**src/design/lrl_pkg.sv**
```systemverilog
// Package for the LRU list with locked reclaim.
// Holds the item structs, opcode and result-kind codes, sequencer states and
// the field write mask of the slot store. No dependencies.
package lrl_pkg;

  typedef enum logic [1:0] {
    OP_REFERENCE = 2'd0,
    OP_REMOVE    = 2'd1,
    OP_RECLAIM   = 2'd2,
    OP_SET_LOCK  = 2'd3
  } opcode_e;

  typedef enum logic [1:0] {
    KIND_ACK      = 2'd0,
    KIND_TAKEN    = 2'd1,
    KIND_FINISHED = 2'd2
  } kind_e;

  typedef struct packed {
    opcode_e    opcode;
    logic [5:0] slot;
    logic [5:0] scan_budget;
    logic       lock_value;
  } in_item_t;

  typedef struct packed {
    kind_e      kind;
    logic [5:0] taken_slot;
    logic [5:0] taken_count;
    logic [6:0] entries_held;
    logic       last;
  } out_item_t;

  // Which fields of a slot entry a store write touches.
  typedef struct packed {
    logic newer;
    logic older;
    logic inl;
    logic lock;
  } field_mask_t;

  typedef enum logic [3:0] {
    S_CLEAR,
    S_IDLE,
    S_DEC,
    S_SCAN_RD,
    S_SCAN_DEC,
    S_WR_A,
    S_WR_B,
    S_WR_C,
    S_WR_D,
    S_EMIT_RD,
    S_EMIT_LD,
    S_FINISH,
    S_ACK
  } state_e;

endpackage

```
**src/design/lru_list_with_locked_reclaim.sv**
```systemverilog
// LRU recency list over page slots with a reclaim walk that skips locked slots.
// Depends on lrl_pkg, lrl_store and lrl_takebuf.
//
// Input channel in_valid_i/in_ready_o carries one item: reference, remove,
// set-lock or reclaim. Output channel out_valid_o/out_ready_i carries results;
// the last result of an item has last set. The list lives in one slot store
// with a registered read, so every step is a read followed by masked writes.
// Set-lock or an out-of-range slot: the item is accepted, then acknowledged.
// Reference and remove: a read, a decision step and up to four link writes,
// then the acknowledge.
// Reclaim: each entry examined is read and decided; a locked one is skipped and
// a taken one is unlinked by the store write sequence. Each taken slot is then
// replayed from the take buffer with the final list size, then the closing count.
// The next item is accepted once the previous one has loaded its last result
// into the output register, even if that result still waits to be taken.
// A stalled receiver holds the sequencer only when a further result is due.
// After reset the list flags and locked marks are cleared by a pass over all
// SLOTS entries, one entry a cycle, during which in_ready_o stays low.
module lru_list_with_locked_reclaim import lrl_pkg::*; #(
  parameter int SLOTS    = 64,
  parameter int MAX_SCAN = 32
) (
  input  logic      clk_i,
  input  logic      rst_ni,
  input  logic      in_valid_i,
  output logic      in_ready_o,
  input  in_item_t  in_item_i,
  output logic      out_valid_o,
  input  logic      out_ready_i,
  output out_item_t out_item_o
);

  localparam int SW  = $clog2(SLOTS);
  localparam int CW  = $clog2(SLOTS + 1);
  localparam int BW  = $clog2(MAX_SCAN + 1);
  localparam int TAW = (MAX_SCAN > 1) ? $clog2(MAX_SCAN) : 1;

  state_e        state_q, state_d;
  opcode_e       op_q, op_d;
  logic [SW-1:0] slot_q, slot_d;
  logic [SW-1:0] prev_q, prev_d;
  logic [SW-1:0] ns_q, ns_d;
  logic [SW-1:0] os_q, os_d;
  logic          push_q, push_d;
  logic          pl_q, pl_d;
  logic          wd_q, wd_d;
  logic [CW-1:0] held_q, held_d;
  logic [SW-1:0] newest_q, newest_d;
  logic [SW-1:0] oldest_q, oldest_d;
  logic [BW-1:0] budget_q, budget_d;
  logic [CW-1:0] remain_q, remain_d;
  logic [SW-1:0] cur_q, cur_d;
  logic [BW-1:0] taken_q, taken_d;
  logic [BW-1:0] emit_q, emit_d;
  logic [SW-1:0] clr_q, clr_d;
  logic          out_valid_q, out_valid_d;
  out_item_t     out_q, out_d;

  logic          rd_en;
  logic [SW-1:0] rd_addr;
  logic [SW-1:0] rd_newer, rd_older;
  logic          rd_inl, rd_lock;
  logic          wr_en;
  logic [SW-1:0] wr_addr;
  field_mask_t   wr_mask;
  logic [SW-1:0] wr_newer, wr_older;
  logic          wr_inl, wr_lock;
  logic          tb_we, tb_re;
  logic [5:0]    tb_rdata;

  logic          in_range, can_load, accept;
  logic          do_unlink, do_push, u_mid, u_pl;
  logic [CW-1:0] u_held;
  logic [SW-1:0] u_newest, u_oldest, u_prev;
  state_e        done_state;

  lrl_store #(.SLOTS(SLOTS), .SW(SW)) u_store (
    .clk_i      (clk_i),
    .rd_en_i    (rd_en),
    .rd_addr_i  (rd_addr),
    .rd_newer_o (rd_newer),
    .rd_older_o (rd_older),
    .rd_inl_o   (rd_inl),
    .rd_lock_o  (rd_lock),
    .wr_en_i    (wr_en),
    .wr_addr_i  (wr_addr),
    .wr_mask_i  (wr_mask),
    .wr_newer_i (wr_newer),
    .wr_older_i (wr_older),
    .wr_inl_i   (wr_inl),
    .wr_lock_i  (wr_lock)
  );

  lrl_takebuf #(.DEPTH(MAX_SCAN), .AW(TAW)) u_takebuf (
    .clk_i     (clk_i),
    .wr_en_i   (tb_we),
    .wr_addr_i (taken_q[TAW-1:0]),
    .wr_data_i (6'(slot_q)),
    .rd_en_i   (tb_re),
    .rd_addr_i (emit_q[TAW-1:0]),
    .rd_data_o (tb_rdata)
  );

  assign in_ready_o  = (state_q == S_IDLE);
  assign accept      = in_valid_i && in_ready_o;
  assign in_range    = (32'(in_item_i.slot) < SLOTS);
  assign can_load    = !out_valid_q || out_ready_i;
  assign out_valid_o = out_valid_q;
  assign out_item_o  = out_q;
  assign done_state  = (op_q == OP_RECLAIM) ? S_SCAN_RD : S_ACK;

  // Unlink and push decision on the entry just read from the store.
  always_comb begin
    if (state_q == S_SCAN_DEC) begin
      do_unlink = !rd_lock;
      do_push   = 1'b0;
    end else begin
      do_unlink = rd_inl && ((op_q == OP_REMOVE) || (slot_q != newest_q));
      do_push   = (op_q == OP_REFERENCE) && !(rd_inl && (slot_q == newest_q));
    end
    u_held   = held_q;
    u_newest = newest_q;
    u_oldest = oldest_q;
    u_mid    = 1'b0;
    u_pl     = 1'b0;
    if (do_unlink) begin
      if (held_q <= CW'(1)) begin
        u_held = '0;
      end else if (slot_q == newest_q) begin
        u_newest = rd_older;
        u_held   = held_q - CW'(1);
      end else if (slot_q == oldest_q) begin
        u_oldest = rd_newer;
        u_held   = held_q - CW'(1);
      end else begin
        u_mid  = 1'b1;
        u_held = held_q - CW'(1);
      end
    end
    u_prev = u_newest;
    if (do_push) begin
      if (u_held == '0) begin
        u_oldest = slot_q;
      end else begin
        u_pl = 1'b1;
      end
      u_newest = slot_q;
      u_held   = u_held + CW'(1);
    end
  end

  always_comb begin
    state_d = state_q;
    case (state_q)
      S_CLEAR: begin
        if (clr_q == SW'(SLOTS - 1)) state_d = S_IDLE;
      end
      S_IDLE: begin
        if (accept) begin
          case (in_item_i.opcode)
            OP_RECLAIM:  state_d = S_SCAN_RD;
            OP_SET_LOCK: state_d = S_ACK;
            default:     state_d = in_range ? S_DEC : S_ACK;
          endcase
        end
      end
      S_DEC: begin
        if (u_mid) state_d = S_WR_A;
        else if (u_pl) state_d = S_WR_C;
        else if (do_unlink || do_push) state_d = S_WR_D;
        else state_d = S_ACK;
      end
      S_SCAN_RD: begin
        if (budget_q == '0 || remain_q == '0) state_d = S_EMIT_RD;
        else state_d = S_SCAN_DEC;
      end
      S_SCAN_DEC: begin
        if (rd_lock) state_d = S_SCAN_RD;
        else if (u_mid) state_d = S_WR_A;
        else state_d = S_WR_D;
      end
      S_WR_A: state_d = S_WR_B;
      S_WR_B: begin
        if (pl_q) state_d = S_WR_C;
        else if (wd_q) state_d = S_WR_D;
        else state_d = done_state;
      end
      S_WR_C: state_d = wd_q ? S_WR_D : done_state;
      S_WR_D: state_d = done_state;
      S_EMIT_RD: state_d = (emit_q == taken_q) ? S_FINISH : S_EMIT_LD;
      S_EMIT_LD: begin
        if (can_load) state_d = S_EMIT_RD;
      end
      S_FINISH: begin
        if (can_load) state_d = S_IDLE;
      end
      S_ACK: begin
        if (can_load) state_d = S_IDLE;
      end
      default: state_d = S_IDLE;
    endcase
  end

  always_comb begin
    op_d        = op_q;
    slot_d      = slot_q;
    prev_d      = prev_q;
    ns_d        = ns_q;
    os_d        = os_q;
    push_d      = push_q;
    pl_d        = pl_q;
    wd_d        = wd_q;
    held_d      = held_q;
    newest_d    = newest_q;
    oldest_d    = oldest_q;
    budget_d    = budget_q;
    remain_d    = remain_q;
    cur_d       = cur_q;
    taken_d     = taken_q;
    emit_d      = emit_q;
    clr_d       = clr_q;
    out_d       = out_q;
    out_valid_d = out_valid_q && !out_ready_i;
    rd_en       = 1'b0;
    rd_addr     = slot_q;
    wr_en       = 1'b0;
    wr_addr     = slot_q;
    wr_mask     = '0;
    wr_newer    = slot_q;
    wr_older    = prev_q;
    wr_inl      = push_q;
    wr_lock     = 1'b0;
    tb_we       = 1'b0;
    tb_re       = 1'b0;
    case (state_q)
      S_CLEAR: begin
        wr_en   = 1'b1;
        wr_addr = clr_q;
        wr_mask = '{newer: 1'b0, older: 1'b0, inl: 1'b1, lock: 1'b1};
        wr_inl  = 1'b0;
        clr_d   = clr_q + SW'(1);
      end
      S_IDLE: begin
        if (accept) begin
          op_d   = in_item_i.opcode;
          slot_d = SW'(in_item_i.slot);
          case (in_item_i.opcode)
            OP_RECLAIM: begin
              budget_d = (32'(in_item_i.scan_budget) > MAX_SCAN) ? BW'(MAX_SCAN)
                                                                : BW'(in_item_i.scan_budget);
              remain_d = held_q;
              cur_d    = oldest_q;
              taken_d  = '0;
              emit_d   = '0;
            end
            OP_SET_LOCK: begin
              wr_en   = in_range;
              wr_addr = SW'(in_item_i.slot);
              wr_mask = '{newer: 1'b0, older: 1'b0, inl: 1'b0, lock: 1'b1};
              wr_lock = in_item_i.lock_value;
            end
            default: begin
              rd_en   = in_range;
              rd_addr = SW'(in_item_i.slot);
            end
          endcase
        end
      end
      S_DEC, S_SCAN_DEC: begin
        held_d   = u_held;
        newest_d = u_newest;
        oldest_d = u_oldest;
        prev_d   = u_prev;
        pl_d     = u_pl;
        push_d   = do_push;
        wd_d     = do_unlink || do_push;
        ns_d     = rd_newer;
        os_d     = rd_older;
        if (state_q == S_SCAN_DEC) begin
          budget_d = budget_q - BW'(1);
          remain_d = remain_q - CW'(1);
          cur_d    = rd_newer;
          if (!rd_lock) begin
            tb_we   = 1'b1;
            taken_d = taken_q + BW'(1);
          end
        end
      end
      S_SCAN_RD: begin
        slot_d  = cur_q;
        rd_en   = !(budget_q == '0 || remain_q == '0);
        rd_addr = cur_q;
      end
      S_WR_A: begin
        wr_en    = 1'b1;
        wr_addr  = os_q;
        wr_mask  = '{newer: 1'b1, older: 1'b0, inl: 1'b0, lock: 1'b0};
        wr_newer = ns_q;
      end
      S_WR_B: begin
        wr_en    = 1'b1;
        wr_addr  = ns_q;
        wr_mask  = '{newer: 1'b0, older: 1'b1, inl: 1'b0, lock: 1'b0};
        wr_older = os_q;
      end
      S_WR_C: begin
        wr_en    = 1'b1;
        wr_addr  = prev_q;
        wr_mask  = '{newer: 1'b1, older: 1'b0, inl: 1'b0, lock: 1'b0};
        wr_newer = slot_q;
      end
      S_WR_D: begin
        // The slot itself: linked in at the newest end, or marked as out of the list.
        wr_en   = 1'b1;
        wr_addr = slot_q;
        wr_mask = '{newer: 1'b0, older: push_q, inl: 1'b1, lock: 1'b0};
      end
      S_EMIT_RD: begin
        tb_re = (emit_q != taken_q);
      end
      S_EMIT_LD: begin
        if (can_load) begin
          out_valid_d = 1'b1;
          out_d       = '{kind: KIND_TAKEN, taken_slot: tb_rdata, taken_count: 6'd0,
                          entries_held: 7'(held_q), last: 1'b0};
          emit_d      = emit_q + BW'(1);
        end
      end
      S_FINISH: begin
        if (can_load) begin
          out_valid_d = 1'b1;
          out_d       = '{kind: KIND_FINISHED, taken_slot: 6'd0, taken_count: 6'(taken_q),
                          entries_held: 7'(held_q), last: 1'b1};
        end
      end
      S_ACK: begin
        if (can_load) begin
          out_valid_d = 1'b1;
          out_d       = '{kind: KIND_ACK, taken_slot: 6'd0, taken_count: 6'd0,
                          entries_held: 7'(held_q), last: 1'b1};
        end
      end
      default: begin
        out_valid_d = out_valid_q && !out_ready_i;
      end
    endcase
  end

  always_ff @(posedge clk_i or negedge rst_ni) begin
    if (!rst_ni) begin
      state_q     <= S_CLEAR;
      clr_q       <= '0;
      held_q      <= '0;
      newest_q    <= '0;
      oldest_q    <= '0;
      out_valid_q <= 1'b0;
      op_q        <= OP_REFERENCE;
      budget_q    <= '0;
      remain_q    <= '0;
      taken_q     <= '0;
      emit_q      <= '0;
      push_q      <= 1'b0;
      pl_q        <= 1'b0;
      wd_q        <= 1'b0;
    end else begin
      state_q     <= state_d;
      clr_q       <= clr_d;
      held_q      <= held_d;
      newest_q    <= newest_d;
      oldest_q    <= oldest_d;
      out_valid_q <= out_valid_d;
      op_q        <= op_d;
      budget_q    <= budget_d;
      remain_q    <= remain_d;
      taken_q     <= taken_d;
      emit_q      <= emit_d;
      push_q      <= push_d;
      pl_q        <= pl_d;
      wd_q        <= wd_d;
    end
  end

  always_ff @(posedge clk_i) begin
    slot_q <= slot_d;
    prev_q <= prev_d;
    ns_q   <= ns_d;
    os_q   <= os_d;
    cur_q  <= cur_d;
    out_q  <= out_d;
  end

endmodule

```
**src/design/lrl_store.sv**
```systemverilog
// Slot store: newer link, older link, list flag and locked mark per slot.
// One read port with registered data and one write port with a field mask.
// Depends on lrl_pkg.
module lrl_store import lrl_pkg::*; #(
  parameter int SLOTS = 64,
  parameter int SW    = 6
) (
  input  logic          clk_i,
  input  logic          rd_en_i,
  input  logic [SW-1:0] rd_addr_i,
  output logic [SW-1:0] rd_newer_o,
  output logic [SW-1:0] rd_older_o,
  output logic          rd_inl_o,
  output logic          rd_lock_o,
  input  logic          wr_en_i,
  input  logic [SW-1:0] wr_addr_i,
  input  field_mask_t   wr_mask_i,
  input  logic [SW-1:0] wr_newer_i,
  input  logic [SW-1:0] wr_older_i,
  input  logic          wr_inl_i,
  input  logic          wr_lock_i
);

  logic [SW-1:0] newer_mem [SLOTS];
  logic [SW-1:0] older_mem [SLOTS];
  logic          inl_mem   [SLOTS];
  logic          lock_mem  [SLOTS];

  always_ff @(posedge clk_i) begin
    if (wr_en_i && wr_mask_i.newer) newer_mem[wr_addr_i] <= wr_newer_i;
    if (wr_en_i && wr_mask_i.older) older_mem[wr_addr_i] <= wr_older_i;
    if (wr_en_i && wr_mask_i.inl)   inl_mem[wr_addr_i]   <= wr_inl_i;
    if (wr_en_i && wr_mask_i.lock)  lock_mem[wr_addr_i]  <= wr_lock_i;
  end

  always_ff @(posedge clk_i) begin
    if (rd_en_i) begin
      rd_newer_o <= newer_mem[rd_addr_i];
      rd_older_o <= older_mem[rd_addr_i];
      rd_inl_o   <= inl_mem[rd_addr_i];
      rd_lock_o  <= lock_mem[rd_addr_i];
    end
  end

endmodule

```
**src/design/lrl_takebuf.sv**
```systemverilog
// Buffer of slots taken by one reclaim, replayed once the final count is known.
// One write port, one read port with registered data. Depends on lrl_pkg.
module lrl_takebuf import lrl_pkg::*; #(
  parameter int DEPTH = 32,
  parameter int AW    = 5
) (
  input  logic          clk_i,
  input  logic          wr_en_i,
  input  logic [AW-1:0] wr_addr_i,
  input  logic [5:0]    wr_data_i,
  input  logic          rd_en_i,
  input  logic [AW-1:0] rd_addr_i,
  output logic [5:0]    rd_data_o
);

  logic [5:0] buf_mem [DEPTH];

  always_ff @(posedge clk_i) begin
    if (wr_en_i) buf_mem[wr_addr_i] <= wr_data_i;
  end

  always_ff @(posedge clk_i) begin
    if (rd_en_i) rd_data_o <= buf_mem[rd_addr_i];
  end

endmodule
```
**config.mk**
```make
export PLATFORM = sky130hd
export DESIGN_NAME = lru_list_with_locked_reclaim
export DESIGN_NICKNAME = d
export VERILOG_FILES = /design/src/design/lrl_pkg.sv /design/src/design/lru_list_with_locked_reclaim.sv /design/src/design/lrl_store.sv /design/src/design/lrl_takebuf.sv
export SDC_FILE = /design/constraint.sdc
export NUM_CORES = 2
export LEC_CHECK = 0
export ABC_AREA = 1
export BUFFER_PORTS_ARGS = -buffer_cell sky130_fd_sc_hd__buf_2
export CAP_MARGIN = 5
export CORE_MARGIN = 3
export CORE_UTILIZATION = 55
export DETAILED_ROUTE_END_ITERATION = 12
export GPL_TIMING_DRIVEN = 1
export PLACE_DENSITY = 0.71
export SYNTH_ARGS = -nofsm -noshare
export SYNTH_HDL_FRONTEND = slang
export SYNTH_HIERARCHICAL = 1
export SYNTH_SLANG_ARGS = --single-unit
```
**constraint.sdc**
```tcl
create_clock -name clk_i -period 13 [get_ports clk_i]
set_input_delay 0.65 -clock clk_i [delete_from_list [all_inputs] [get_ports clk_i]]
set_output_delay 0.65 -clock clk_i [all_outputs]
set_load 0.05 [all_outputs]
```
==> summary.log <==
INFO  logic_synthesis number_of_synthesized_flops_with_an_enable_pin=1160
INFO  logic_synthesis synth.cell_area=52900um2
INFO  layout         design_area=57300um2
INFO  job            max_cap_viol_count=0
INFO  logic_synthesis synthCells=4889
INFO  global_route   grt_max_degree=254
INFO  setup_path     highest_fanout_seen_on_the_critical_path=253
INFO  logic_synthesis ys_async_sr_fraction=0.0492
INFO  layout         fillerInstances=7600
INFO  setup_path     critical_path_sink=u_store/rd_older_o[1]
INFO  clock_tree     latest_clock_arrival_within_the_worst_skew_pair=0.72ns
INFO  sta            final.hold.worst_slack=0.113ns
INFO  setup_path     criticalPathCategory=register to register
INFO  placed_design  dpl_cell_area=53600um2
INFO  die            core_region_area=95200um2
INFO  setup_path     r2r-end=u_store/rd_older_o[1]
INFO  layout         drive_gt1_frac=0.0673
INFO  sta            final-max-slew-violation-count=0
INFO  logic_synthesis synthDistinctLibCells=56
INFO  layout         layout_commonest_cell=nand2_1
INFO  pwr            sw_frac_of_total=0.398
INFO  pwr            seq_power_share=0.385
INFO  pwr            power_leakage=20.9nW
INFO  logic_synthesis synth_top_flop_cell=edfxtp_1
INFO  pwr            combinational_share_of_power=0.368
INFO  pwr            clkPwrFrac=0.248
INFO  setup_path     worstSetupStartpoint=state_q[2]
INFO  logic_synthesis postSynthRegisterBits=1220
INFO  placed_design  gpl.final_weighted_congestion=0.983
INFO  routing        final_antenna_net_count=0
INFO  global_route   first_global_vias=34.2k
INFO  routing        drt_first_iter_violations=4471
INFO  layout         synthToLayoutAreaGrowth=8.32%
INFO  pwr            pwr_density_cell=230nW/um2
INFO  sta            rsz0062_at_grt=no
INFO  sta            fin_crit=5.69ns
INFO  routing        drt_via_density=5.85
INFO  setup_path     worst_setup_path_end_kind=register
INFO  routing        vias=36.2k
INFO  sta            worst-slew-pin-transition=1.35ns
INFO  setup_path     worst_ep_required_time=13.46ns
INFO  layout         top_library_cells_by_usage_in_the_layout_fill_and_taps_aside=nand2_1 (1666), edfxtp_1 (1160), nand3_1 (939)
INFO  pwr            p_switching=0.00524W
INFO  sta            max_freq=176MHz
INFO  global_route   global_route.usage.total=0.259
INFO  die            die-height=316um
INFO  sta            max_slew_margin=0.0996
INFO  clock_tree     cts_root_buf=clkbuf_16
INFO  sta            totalNegativeSetupSlack=0ns
INFO  clock_tree     cts-buffers-inserted=119
INFO  setup_path     arrival=6.15ns
INFO  die            die-width=316um
INFO  setup_path     rr_worst_depth=21
INFO  die            top_level_ports=43
INFO  clock_tree     htree_levels=3
INFO  logic_synthesis ys.warnings.count=6
INFO  layout         insertedDiodeCount=0
INFO  setup_path     start_kind=register
INFO  global_route   initial_antenna_violation_count=4
INFO  setup_path     worst-r2r-setup-slack=7.31ns
INFO  min_path       hp-class=primary input to async pin
INFO  sta            finalCritPeriodShare=0.438
INFO  global_route   grt_pass1_wl=200000um
INFO  global_route   total_congestion_overflow_after_global_routing=0
INFO  routing        detail_route.first_pass.iterations=6
INFO  outcome        run_status=completed
INFO  routing        wl=130000um
INFO  routing        drc_errors=0
INFO  pwr            power.ir.vdd_worst=0.275mV
INFO  clock_tree     tritoncts=done
INFO  clock_tree     cts.clk_slew.worst_paths=0.07ns
INFO  die            num_rows=113
INFO  layout         nNetsFinal=4862
INFO  die            die-area=99900um2
INFO  logic_synthesis postSynthNetCount=4919
INFO  logic_synthesis postSynthAreaPerCell=10.8um2
INFO  die            initial_cell_density_of_the_core=0.556
INFO  clock_tree     post_cts.resized_instances=0
INFO  clock_tree     tritoncts_num_sinks=1220
INFO  sta            timing.final.hold_violations=0
INFO  sta            setup_violations=0
INFO  setup_path     rr_startpoint=state_q[2]
INFO  pwr            cell_internal_pwr=0.00791W
INFO  routing        detail_route.wl_per_cell=21.1um
INFO  clock_tree     cts_hold_buf=0
INFO  placed_design  detailedPlacementHpwl=76900um
INFO  sta            fin_skew=0.0412ns
INFO  logic_synthesis seq_total_area_yosys=0.687
INFO  clock_tree     post-cts-setup-buffers=0
INFO  clock_tree     clock_path_buffers=3
INFO  placed_design  io_port_bufs=42
-- state kept, by name, summed over array words and instances (netlist names), 7 cells and up --
signal             count
u_takebuf/buf_mem    192
u_store/inl_mem       64
u_store/older_mem    384
u_store/newer_mem    384
out_item_o            22
remain_q               7
held_q                 7
u_store/lock_mem      64
-- metal layers --
layer	up-vias	global-route usage	routed length [um]
li1	16700	-	-
met1	17500	0.366	53100
met2	1739	0.411	61100
met3	287	0.0479	12100
met4	2	0.0817	4020
met5	-	0	18
-- logic make-up (layout without fill, tap and decap cells) --
| group | count (synthesis) | count (layout) | synth area share |
|---|---|---|---|
| flip-flops | 1220 | 1220 | 0.687 |
| XOR/XNOR | 21 | 21 | 0.00348 |
| buffers and inverters | 434 | 466 | 0.0439 |
| adder cells (fa/ha/maj) | 11 | 11 | 0.00260 |
| AND/OR/NAND/NOR | 3048 | 3048 | 0.245 |
| multiplexers | 3 | 3 | 0.000568 |
| AO/OA/AOI/OAI | 152 | 152 | 0.0173 |
-- synthesized netlist by cell type, types with 2 or more instances --
cell type	n	area, um2
nor2_2	3	18.8
a221oi_1	4	35.0
inv_2	16	60.1
buf_1	13	48.8
buf_4	17	128
o221ai_1	13	114
nand3_2	3	30.0
buf_6	53	597
nand3_1	939	4700
a211oi_1	3	22.5
nor3b_1	2	15.0
o21ai_2	4	35.0
buf_2	127	636
nand2_1	1670	6270
nor3_1	15	75.1
edfxtp_1	1160	34800
nor4_1	3	18.8
a31oi_1	7	43.8
nand2_2	7	43.8
a21oi_1	22	110
mux2i_1	3	30.0
nand2_4	3	33.8
buf_8	5	75.1
nor2_1	368	1380
o21ai_1	12	60.1
o21ai_0	66	330
nor3_2	15	150
inv_4	2	12.5
ha_1	11	138
xnor2_1	9	78.8
a21oi_2	2	17.5
nor2_4	5	56.3
o211ai_1	5	37.5
o22ai_1	7	43.8
inv_1	144	541
nand4_1	6	37.5
nand3b_1	2	15.0
dfrtp_1	60	1500
o2111ai_1	2	17.5
xor2_1	12	105
clkbuf_1	54	203
-- worst min path at each step --
stage | from | to | slack (ns) | depth (start not counted)
final | rst_ni | state_q[2] | 0.11 | 2
after global routing | rst_ni | state_q[2] | 0.17 | 2
after CTS | rst_ni | state_q[2] | 0.13 | 2
after detailed placement | clr_q[0] | clr_q[0] | 0.50 | 1
after global placement | clr_q[0] | clr_q[0] | 0.49 | 1
after floorplan | rst_ni | budget_q[0] | 0.35 | 0
-- area by class of cell --
class,count,area [um2],area share
well taps,1265,1580,0.0276
clock buffers,155,3130,0.0547
repair buffers,92,623,0.0109
flip-flops and latches,1220,36300,0.634
multi-input cells,3235,14400,0.252
clock inverters,55,507,0.00885
inverters,164,638,0.0111
-- per-stage QoR --
stage / std cells / util / total power, W / setup WS [ns]
2_1_floorplan: 4889 / - / 0.00852 / 8.80
3_3_place_gp: 5976 / 0.564 / 0.00979 / 7.51
3_5_place_dp: 5976 / 0.564 / 0.00986 / 7.47
4_1_cts: 6186 / 0.602 / 0.0131 / 7.41
5_1_grt: 6186 / 0.602 / 0.0138 / 6.94
6_report: 6186 / 0.602 / 0.0132 / 7.31
-- critical path, cell delays in order (launching register included) --
cell and delay, ns:
dfrtp_1 0.49, nor2_1 0.07, inv_1 0.17, nor2_4 0.08
inv_2 0.15, nor2_1 0.08, inv_1 0.19, nor2_1 0.09
clkinv_1 0.25, nand2_1 0.32, o221ai_4 0.22, buf_4 0.42
clkinv_8 0.65, buf_12 0.65, nand2_1 0.19, nand3_1 0.10
nand3_1 0.17, nand2_1 0.11, nand2_1 0.07, nand3_1 0.08
nand3_1 0.25, nand2_1 0.08
-- power by group through the flow --
| stage | registers, W | logic (W) | clock network (W) |
|---|---|---|---|
| finish | 0.00506 | 0.00484 | 0.00326 |
| global route | 0.00507 | 0.00529 | 0.00347 |
| CTS | 0.00505 | 0.00476 | 0.00330 |
| detailed placement | 0.00513 | 0.00473 | 0 |
| global placement | 0.00513 | 0.00466 | 0 |
| floorplan | 0.00517 | 0.00335 | 0 |
Power figures use the tool's default switching activity.
